**src/rtl/core/spq_pkg.sv**
```systemverilog
// Shared types and constants for the sorted priority queue.
package spq_pkg;

  localparam int unsigned DepthDefault = 16;
  localparam int unsigned DataW        = 32;
  localparam int unsigned StatusW      = 2;
  localparam int unsigned OccW         = 5;

  typedef enum logic {
    ACT_INSERT = 1'b0,
    ACT_DELETE = 1'b1
  } action_e;

  typedef enum logic [StatusW-1:0] {
    ST_OK    = 2'd0,
    ST_FULL  = 2'd1,
    ST_EMPTY = 2'd2
  } status_e;

  typedef struct packed {
    logic                    valid;
    status_e                 status;
    logic signed [DataW-1:0] removed;
    logic [OccW-1:0]         occ;
  } res_t;

endpackage

```
**src/rtl/core/spq_ram.sv**
```systemverilog
// Entry store: one write port and one registered read port.
module spq_ram #(
  parameter int unsigned Depth = spq_pkg::DepthDefault,
  parameter int unsigned AW    = $clog2(Depth)
) (
  input  logic                     clk_i,
  input  logic                     we_i,
  input  logic [AW-1:0]            waddr_i,
  input  logic [spq_pkg::DataW-1:0] wdata_i,
  input  logic                     re_i,
  input  logic [AW-1:0]            raddr_i,
  output logic [spq_pkg::DataW-1:0] rdata_o
);
  import spq_pkg::*;

  logic [DataW-1:0] mem_q [Depth];

  always_ff @(posedge clk_i) begin
    if (we_i) begin
      mem_q[waddr_i] <= wdata_i;
    end
    if (re_i) begin
      rdata_o <= mem_q[raddr_i];
    end
  end

endmodule

```
**src/rtl/core/spq_seq.sv**
```systemverilog
// Sequencer that shifts entries through the store one at a time using a single comparator.
module spq_seq #(
  parameter int unsigned Depth = spq_pkg::DepthDefault,
  parameter int unsigned AW    = $clog2(Depth),
  parameter int unsigned CW    = $clog2(Depth + 1)
) (
  input  logic                            clk_i,
  input  logic                            rst_ni,
  input  logic                            start,
  input  logic                            action_i,
  input  logic signed [spq_pkg::DataW-1:0] value_i,
  output logic                            busy,
  output logic                            we_o,
  output logic [AW-1:0]                   waddr_o,
  output logic [spq_pkg::DataW-1:0]        wdata_o,
  output logic                            re_o,
  output logic [AW-1:0]                   raddr_o,
  input  logic [spq_pkg::DataW-1:0]        rdata_i,
  output spq_pkg::res_t                   res_o
);
  import spq_pkg::*;

  typedef enum logic [4:0] {
    S_IDLE      = 5'b00001,
    S_INS_CMP   = 5'b00010,
    S_INS_LAST  = 5'b00100,
    S_DEL_HEAD  = 5'b01000,
    S_DEL_SHIFT = 5'b10000
  } state_e;

  localparam logic [CW-1:0] DepthC = CW'(Depth);
  localparam logic [CW-1:0] OneC   = CW'(1);

  state_e                  state_q, state_d;
  logic [CW-1:0]           count_q, count_d;
  logic [CW-1:0]           idx_q, idx_d;
  logic signed [DataW-1:0] value_q;
  logic [DataW-1:0]        removed_q, removed_d;
  logic                    accept;

  assign busy   = (state_q != S_IDLE);
  assign accept = start && (state_q == S_IDLE);

  always_comb begin
    state_d   = state_q;
    count_d   = count_q;
    idx_d     = idx_q;
    removed_d = removed_q;
    we_o      = 1'b0;
    waddr_o   = '0;
    wdata_o   = '0;
    re_o      = 1'b0;
    raddr_o   = '0;
    res_o     = '0;
    case (state_q)
      S_IDLE: begin
        if (start) begin
          if (action_i == ACT_DELETE) begin
            if (count_q == '0) begin
              res_o.valid  = 1'b1;
              res_o.status = ST_EMPTY;
            end else begin
              re_o    = 1'b1;
              raddr_o = '0;
              state_d = S_DEL_HEAD;
            end
          end else begin
            if (count_q >= DepthC) begin
              res_o.valid  = 1'b1;
              res_o.status = ST_FULL;
              res_o.occ    = OccW'(count_q);
            end else if (count_q == '0) begin
              idx_d   = '0;
              state_d = S_INS_LAST;
            end else begin
              idx_d   = count_q;
              re_o    = 1'b1;
              raddr_o = AW'(count_q - OneC);
              state_d = S_INS_CMP;
            end
          end
        end
      end
      S_INS_CMP: begin
        // The entry below the hole is larger: move it up and keep walking down.
        if ($signed(rdata_i) > value_q) begin
          we_o    = 1'b1;
          waddr_o = AW'(idx_q);
          wdata_o = rdata_i;
          idx_d   = idx_q - OneC;
          if (idx_q == OneC) begin
            state_d = S_INS_LAST;
          end else begin
            re_o    = 1'b1;
            raddr_o = AW'(idx_q - CW'(2));
          end
        end else begin
          we_o         = 1'b1;
          waddr_o      = AW'(idx_q);
          wdata_o      = value_q;
          count_d      = count_q + OneC;
          res_o.valid  = 1'b1;
          res_o.status = ST_OK;
          res_o.occ    = OccW'(count_q + OneC);
          state_d      = S_IDLE;
        end
      end
      S_INS_LAST: begin
        we_o         = 1'b1;
        waddr_o      = AW'(idx_q);
        wdata_o      = value_q;
        count_d      = count_q + OneC;
        res_o.valid  = 1'b1;
        res_o.status = ST_OK;
        res_o.occ    = OccW'(count_q + OneC);
        state_d      = S_IDLE;
      end
      S_DEL_HEAD: begin
        removed_d = rdata_i;
        if (count_q == OneC) begin
          count_d       = count_q - OneC;
          res_o.valid   = 1'b1;
          res_o.status  = ST_OK;
          res_o.removed = rdata_i;
          res_o.occ     = OccW'(count_q - OneC);
          state_d       = S_IDLE;
        end else begin
          idx_d   = OneC;
          re_o    = 1'b1;
          raddr_o = AW'(1);
          state_d = S_DEL_SHIFT;
        end
      end
      S_DEL_SHIFT: begin
        we_o    = 1'b1;
        waddr_o = AW'(idx_q - OneC);
        wdata_o = rdata_i;
        if ((idx_q + OneC) == count_q) begin
          count_d       = count_q - OneC;
          res_o.valid   = 1'b1;
          res_o.status  = ST_OK;
          res_o.removed = removed_q;
          res_o.occ     = OccW'(count_q - OneC);
          state_d       = S_IDLE;
        end else begin
          re_o    = 1'b1;
          raddr_o = AW'(idx_q + OneC);
          idx_d   = idx_q + OneC;
        end
      end
      default: begin
        state_d = S_IDLE;
      end
    endcase
  end

  always_ff @(posedge clk_i or negedge rst_ni) begin
    if (!rst_ni) begin
      state_q <= S_IDLE;
      count_q <= '0;
    end else begin
      state_q <= state_d;
      count_q <= count_d;
    end
  end

  always_ff @(posedge clk_i) begin
    idx_q     <= idx_d;
    removed_q <= removed_d;
    if (accept) begin
      value_q <= value_i;
    end
  end

  a_count_bound : assert property (@(posedge clk_i) disable iff (!rst_ni)
    count_q <= DepthC)
    else $error("entry count above depth");

  a_write_busy : assert property (@(posedge clk_i) disable iff (!rst_ni)
    we_o |-> (state_q != S_IDLE))
    else $error("store written while idle");

  a_cmp_room : assert property (@(posedge clk_i) disable iff (!rst_ni)
    (state_q == S_INS_CMP) |-> (idx_q != '0) && (count_q < DepthC))
    else $error("insert walk out of range");

  a_count_on_done : assert property (@(posedge clk_i) disable iff (!rst_ni)
    !$stable(count_q) |-> $past(res_o.valid))
    else $error("count changed without a result");

endmodule

```
**src/rtl/core/sorted_priority_queue_top.sv**
```systemverilog
// Top level of the sorted priority queue: sequencer, entry store and result register.
// An insert moves each larger entry up one place, then writes the new value; a refusal leaves the store alone.
// A delete reads the head, then shifts every remaining entry down one place through the store's one read port.
// busy is high while an operation runs; the receiver cannot stall the result strobe.
// Reset clears the count and the control state; the store contents stay undefined.
module sorted_priority_queue_top #(
  parameter int unsigned DEPTH = spq_pkg::DepthDefault
) (
  input  logic                                clk_i,
  input  logic                                rst_ni,
  input  logic                                start,
  output logic                                busy,
  input  logic                                action_i,
  input  logic signed [spq_pkg::DataW-1:0]    value_i,
  output logic                                done_o,
  output logic [spq_pkg::StatusW-1:0]         status_o,
  output logic signed [spq_pkg::DataW-1:0]    removed_value_o,
  output logic [spq_pkg::OccW-1:0]            occupancy_o
);
  import spq_pkg::*;

  localparam int unsigned AW = $clog2(DEPTH);
  localparam int unsigned CW = $clog2(DEPTH + 1);

  logic             we;
  logic [AW-1:0]    waddr;
  logic [DataW-1:0] wdata;
  logic             re;
  logic [AW-1:0]    raddr;
  logic [DataW-1:0] rdata;
  res_t             res;
  logic             done_q;
  res_t             res_q;

  spq_seq #(
    .Depth (DEPTH),
    .AW    (AW),
    .CW    (CW)
  ) u_seq (
    .clk_i    (clk_i),
    .rst_ni   (rst_ni),
    .start    (start),
    .action_i (action_i),
    .value_i  (value_i),
    .busy     (busy),
    .we_o     (we),
    .waddr_o  (waddr),
    .wdata_o  (wdata),
    .re_o     (re),
    .raddr_o  (raddr),
    .rdata_i  (rdata),
    .res_o    (res)
  );

  spq_ram #(
    .Depth (DEPTH),
    .AW    (AW)
  ) u_ram (
    .clk_i   (clk_i),
    .we_i    (we),
    .waddr_i (waddr),
    .wdata_i (wdata),
    .re_i    (re),
    .raddr_i (raddr),
    .rdata_o (rdata)
  );

  // The result beat is held for exactly one cycle after the operation finishes.
  always_ff @(posedge clk_i or negedge rst_ni) begin
    if (!rst_ni) begin
      done_q <= 1'b0;
    end else begin
      done_q <= res.valid;
    end
  end

  always_ff @(posedge clk_i) begin
    if (res.valid) begin
      res_q <= res;
    end
  end

  assign done_o          = done_q;
  assign status_o        = res_q.status;
  assign removed_value_o = res_q.removed;
  assign occupancy_o     = res_q.occ;

endmodule

```
**config.mk**
```make
export PLATFORM = sky130hd
export DESIGN_NAME = sorted_priority_queue_top
export DESIGN_NICKNAME = d
export VERILOG_FILES = /design/src/rtl/core/spq_pkg.sv /design/src/rtl/core/spq_ram.sv /design/src/rtl/core/spq_seq.sv /design/src/rtl/core/sorted_priority_queue_top.sv
export SDC_FILE = /design/constraint.sdc
export NUM_CORES = 1
export LEC_CHECK = 0
export BUFFER_PORTS_ARGS = -buffer_cell sky130_fd_sc_hd__buf_2
export CORE_UTILIZATION = 62
export DETAILED_ROUTE_END_ITERATION = 8
export PLACE_DENSITY = 0.75
export SKIP_LAST_GASP = 1
export SYNTH_ARGS = -nofsm -noshare
export SYNTH_HDL_FRONTEND = slang
export SYNTH_HIERARCHICAL = 1
export SYNTH_SLANG_ARGS = --single-unit
export TNS_END_PERCENT = 100
```
**constraint.sdc**
```tcl
create_clock -name clk_i -period 6.6 [get_ports clk_i]
set_input_delay 0 -clock clk_i [delete_from_list [all_inputs] [get_ports clk_i]]
set_output_delay 0 -clock clk_i [all_outputs]
set_load 0.01 [all_outputs]
```
* After elaboration in Yosys (flattened, before gate mapping)
Memory sizes are Yosys's and may differ from the RTL's. A register that Yosys moved wholly into a read port is not among the register bits. Cells that the tools add are included.
Operators by class: muxes and demuxes 60, $lt $le $gt $ge 2, add/sub/neg operators 5, reduce and logical (&&, ||, !) cells 9, eq/ne operators 21
Operators with widths (number):
- $mux 5 | 22
- $pmux 32 s3 | 1
- $mux 40 | 2
- $pmux 32 s2 | 1
- $pmux 5 s4 | 3
- $gt 32x32->1 | 1
- $mux 32 | 1
- $mux 4 | 7
- $pmux 5 s5 | 1
- $mux 3 | 6
- $pmux 4 s4 | 1
- $eq 5x1->1 const B | 3
- $pmux 3 s5 | 1
- $mux 1 | 12
- $ne 2x2->1 const B | 6
- $add 5x1->5 const B | 2
- $sub 5x1->5 const B | 2
- $ne 3x3->1 const B | 3
- $pmux 4 s2 | 1
- $reduce_bool 4->1 | 2
- $reduce_and 7->1 | 1
- $ne 2x1->1 const B | 3
- $eq 5x2->1 const B | 1
- $eq 5x3->1 const B | 1
- other kinds (13) | 13
Storage, ports and cells: memories 1, output and inout port bits 41, word-level logic and storage cells 107, flip-flop bits (word level) 119, memory bits (writable) 512, bits of input ports 36
Memory list:
- u_ram.mem_q | depth 16, width 32, read ports 1, clocked after memory_dff 1, wr ports 1, RTL line spq_ram.sv:16 | logic [DataW-1:0] mem_q [Depth];

* Depth between registers and ports, before layout
depth after elaboration 6, depth in mapped cells 14, depth with buffers taken out 12

* Hierarchy
Netlist, hierarchy kept.
By module, submodules not included:
- spq_ram | area each 20155.6 µm², times used 1, cells an instance 838, seq. area each 16335.7 µm²
- spq_seq | area each 4949.7 µm², times used 1, cells an instance 452, seq. area each 2323.5 µm²
- sorted_priority_queue_top | area each 1196.1 µm², times used 1, cells an instance 40, seq. area each 1196.1 µm²

* Least setup slack after synthesis
Ideal clock, no wire load.
path kind register to register, start point register u_seq.state_q[0], end point memory u_ram.mem_q[0][0], enable pin, buffers on the path 1, path slack 2.001 ns, required time 6.139 ns, period minus slack after synthesis 4.599 ns, library setup time 0.461 ns, arrival time 4.138 ns, stages on the path, launching flop included 9, cell sequence dfstp_2 nor3_1 nand3b_1 clkbuf_1 nor2_1 o21ai_0 o21ai_0 or3b_2 nor3_1
Between the ends: elaborated cells between the ends (all ways) 9, those cells by class eq/ne: 3; mux: 4; reduce/logical: 2
RTL lines:
- from (decl) | RTL line spq_seq.sv:34 | state_e state_q, state_d;
- from (signal assigned) | RTL line spq_seq.sv:162 | state_q <= state_d;
- $eq 5x2->1 or $eq 5x3->1 (tied branches) | RTL line spq_seq.sv:55 | case (state_q)
- $reduce_or 2->1 (no source line)
- $pmux 4 s2 (*) | RTL line spq_seq.sv:55
- net waddr[2] | RTL line sorted_priority_queue_top.sv:26 | logic [AW-1:0] waddr;
- to (decl) | RTL line spq_ram.sv:16
The timed path passes the listed nets; every way through them passes the cells marked *.

* Final worst setup path
start point register u_ram/rdata_o[31] (netlist name), read port of u_ram.mem_q, end point register u_ram/rdata_o[24] (netlist name), read port of u_ram.mem_q, data pin
Between the ends: longest elaborated chain between the ends 3, elaborated cells between the ends (all ways) 5, those cells by class order compare: 1; mux: 4
RTL lines:
- from (decl) | RTL line spq_ram.sv:12 | output logic [spq_pkg::DataW-1:0] rdata_o
- $gt 32x32->1 | RTL line spq_seq.sv:86 | if ($signed(rdata_i) > value_q) begin
- $mux 4 | RTL line spq_seq.sv:86
- $pmux 4 s4 | RTL line spq_seq.sv:55
- net raddr[1] | RTL line sorted_priority_queue_top.sv:29 | logic [AW-1:0] raddr;
The timed path passes the listed nets, and every way through them passes these cells. A chain may end at the register's enable or synchronous reset.

==> flow_summary_export.csv <==
group,metric,value,unit
critical_path,required,6.92,ns
critical_path,critPathKind,"register to register",
routing,routed.top_layer,"met4",
clocking,cts_buffers,67,
sta,fin_crit_sh,85.2,%
routing,wirelength,61400,um
placement,portBuffers,76,
synthesis,yosys_most_used_dff,"edfxtp_1",
synthesis,synth_nets,1407,
critical_path,rr_endpoint,"u_ram/rdata_o[24]",
synthesis,ys_ff_latch,663,
routing,via_count,13965,
critical_path,rr_worst_depth,11,
critical_path,cp-end-kind,"register",
sta,hold_viol,0,
pwr,power.total,12.1,mW
global_route,grt_start_max_net_pins,48,
synthesis,yosysMostFrequentCell,"edfxtp_1",
clocking,clk_pin_slew,0.06,ns
floorplanning,die_area,43200,um^2
global_route,grt_usage,29.3,%
critical_path,arrival,5.95,ns
global_route,grt_first_pass_wirelength,91100,um
clocking,clk_latency,0.59,ns
routing,viasPerCell,6.72,
clocking,htree_levels,3,
critical_path,cp-start-kind,"register",
global_route,antenna_found_initial,1,
sta,tns,0,ns
clocking,cts_tree,"built",
critical_path,crit-reg2reg-launch,"u_ram/rdata_o[31]",
critical_path,rrSetupSlack,0.97,ns
synthesis,synth.top_cells.by_area,"edfxtp_1, mux4_2, a22o_1, ha_1, a22oi_1",
routing,drtPass1Iterations,5,
job,cap_violations,0,
synthesis,synth_common_cells,"edfxtp_1, mux4_2, a22oi_1",
floorplanning,die_y,208,um
cells_and_area,seqCellArea,19900,um^2
synthesis,netlist_instances,1330,
floorplanning,coreArea,41900,um^2
global_route,grt-ovfl-total,0,
routing,wl_per_cell,29.6,um
clocking,hold_buffers,37,
sta,relSlewSlack,24.6,%
critical_path,startpoint,"u_ram/rdata_o[31]",
cells_and_area,nFillCells,2432,
synthesis,synth.top_cell.area_share,74.4,%
synthesis,yosysTopAreaCell,"edfxtp_1",
routing,wl_met1,23400,um
critical_path,endpoint,"u_ram/rdata_o[24]",
pwr,vdd_drop_max,0.000244,V
placement,place_hpwl,33400,um
floorplanning,io_pins,77,
sta,max_freq,0.178,GHz
global_route,grt_pass1_vias,14125,
floorplanning,core.rowCount,75,
floorplanning,die_w,208,um
sta,slew_viol_final,0,
run_status,status,"finished, final reports clean",
routing,drcViolationCount,0,
routing,dr_wl_met3,5760,um
synthesis,yosysSeqAreaShare,75.5,%
routing,ant_nets,0,
cells_and_area,post_route_cells_drive_above_1_share,23.5,%
sta,worst_pin_slew,1.13,ns
hold_path,worstHoldPathType,"primary input to register",
routing,drtIter0Drc,1804,
clocking,cts_buffer_depth,3,
sta,finalSetupViolations,0,
routing,wl_met2,30800,um
pwr,p_per_area,401,nW/um^2
sta,fin_crit,5.63,ns
placement,gp_congestion,0.844,
pwr,p_leak,10.1,nW
clocking,cts_setup_buffers,0,
cells_and_area,multi_input_area,6120,um^2
sta,fin_skew,0.0272,ns
cells_and_area,final_nets,1564,
critical_path,crit_fanout,47,
floorplanning,start_util,62.8,%
cells_and_area,area_growth,14.3,%
synthesis,synth_edf_count,652,
clocking,cts_sinks,663,
clocking,root_buffer,"clkbuf_16",
synthesis,synth.cell_area,26300,um^2
cells_and_area,diodes,0,
synthesis,ys_types,59,
synthesis,postSynth.asyncResetShare,1.66,%
clocking,cts_resized,0,
synthesis,yosysWarningCount,6,
synthesis,syn_area_per_cell,19.8,um^2
sta,rsz0062_at_grt,"false",
## kinds of logic (layout without fill, tap and decap cells)
| logic type | count (synthesis) | after routing | synth area share, % |
|---|---|---|---|
| adders and majority gates | 41 | 41 | 1.95 |
| buffers and inverters | 112 | 321 | 1.89 |
| AOI/OAI and AO/OA | 200 | 200 | 5.84 |
| and+or+nand+nor | 168 | 168 | 3.15 |
| DFF | 663 | 663 | 75.5 |
| muxes | 129 | 129 | 11.0 |
| xor gates and xnor gates | 17 | 17 | 0.675 |
## critical path, cell delays in order, from the launching register on
cell and delay, ns:
edfxtp_1 0.47, ha_1 0.53, nand4_1 0.28, or4_1 0.75
or3_1 0.51, and4_1 0.29, nor3_1 0.61, a221o_4 0.79
buf_4 0.41, mux4_2 0.36, a22oi_1 0.22, nand2_1 0.08
## stage by stage
step	utilization (%)	cell area [um^2]	std cells	hold slack, ns	setup WS [ns]
floorplan	-	26300	1330	-0.296	2.00
global placement	65.9	27600	1920	-0.110	1.18
detailed placement	65.9	27600	1920	-0.101	1.06
CTS	71.9	30100	2078	0.104	1.01
global route	71.9	30100	2078	0.127	0.702
finish	71.9	30100	2078	0.129	0.974
## state kept, by name, indices dropped and copies added, names as in the netlist, 5 cells and up
register / cells
u_ram/mem_q: 512
removed_value_o: 32
u_ram/rdata_o: 32
u_seq/removed_q: 32
u_seq/value_q: 32
occupancy_o: 5
u_seq/count_q: 5
u_seq/idx_q: 5
u_seq/state_q: 5
## power breakdown
part | switching (mW) | total, mW | internal, mW
combinational | 1.65 | 2.79 | 1.14
sequential | 0.300 | 5.61 | 5.31
clock | 1.51 | 3.67 | 2.16
## placed cells by master, fill, tap and decap left out, types with 5 or more instances in the layout
cell and instances:
nor2_4 14, clkbuf_1 19, nand3b_1 7, buf_12 6
clkbuf_16 71, mux4_2 128, nand4_1 6, nand2_1 59
xor2_1 5, dlygate4sd3_1 37, clkinv_2 8, a21oi_1 17
nand3_1 9, o21ai_0 13, inv_1 43, nor2_1 17
and2_1 5, and3_1 6, buf_4 37, a22oi_1 67
buf_2 76, nor3_1 13, clkinv_1 18, ha_1 41
xnor2_1 10, dfrtp_1 10, a22o_1 64, edfxtp_1 652
bufinv_16 5
## layer usage
layer  track usage, %  up-vias
li1                 -     5812
met3             5.03      107
met5                0        -
met2             48.1      819
met4             9.35        0
met1             40.8     7227
## worst min path at each step
stage                         to  depth (start not counted)        start
4_1_cts        u_seq/value_q[30]                          2  value_i[30]
3_3_place_gp              done_o                          1       rst_ni
2_1_floorplan             done_o                          0       rst_ni
6_report       u_seq/value_q[20]                          2  value_i[20]
5_1_grt        u_seq/value_q[19]                          2  value_i[19]
3_5_place_dp    u_seq/count_q[2]                          1       rst_ni
## final cells by class
class / instances / area share (%)
clock buffers: 90 / 6.15
clock inverters: 31 / 0.874
inverters: 44 / 0.549
multi-input cells: 555 / 20.3
flip-flops and latches: 663 / 66.0
well taps: 539 / 2.24
repair buffers: 156 / 3.82
Power figures use the tool's default switching activity.
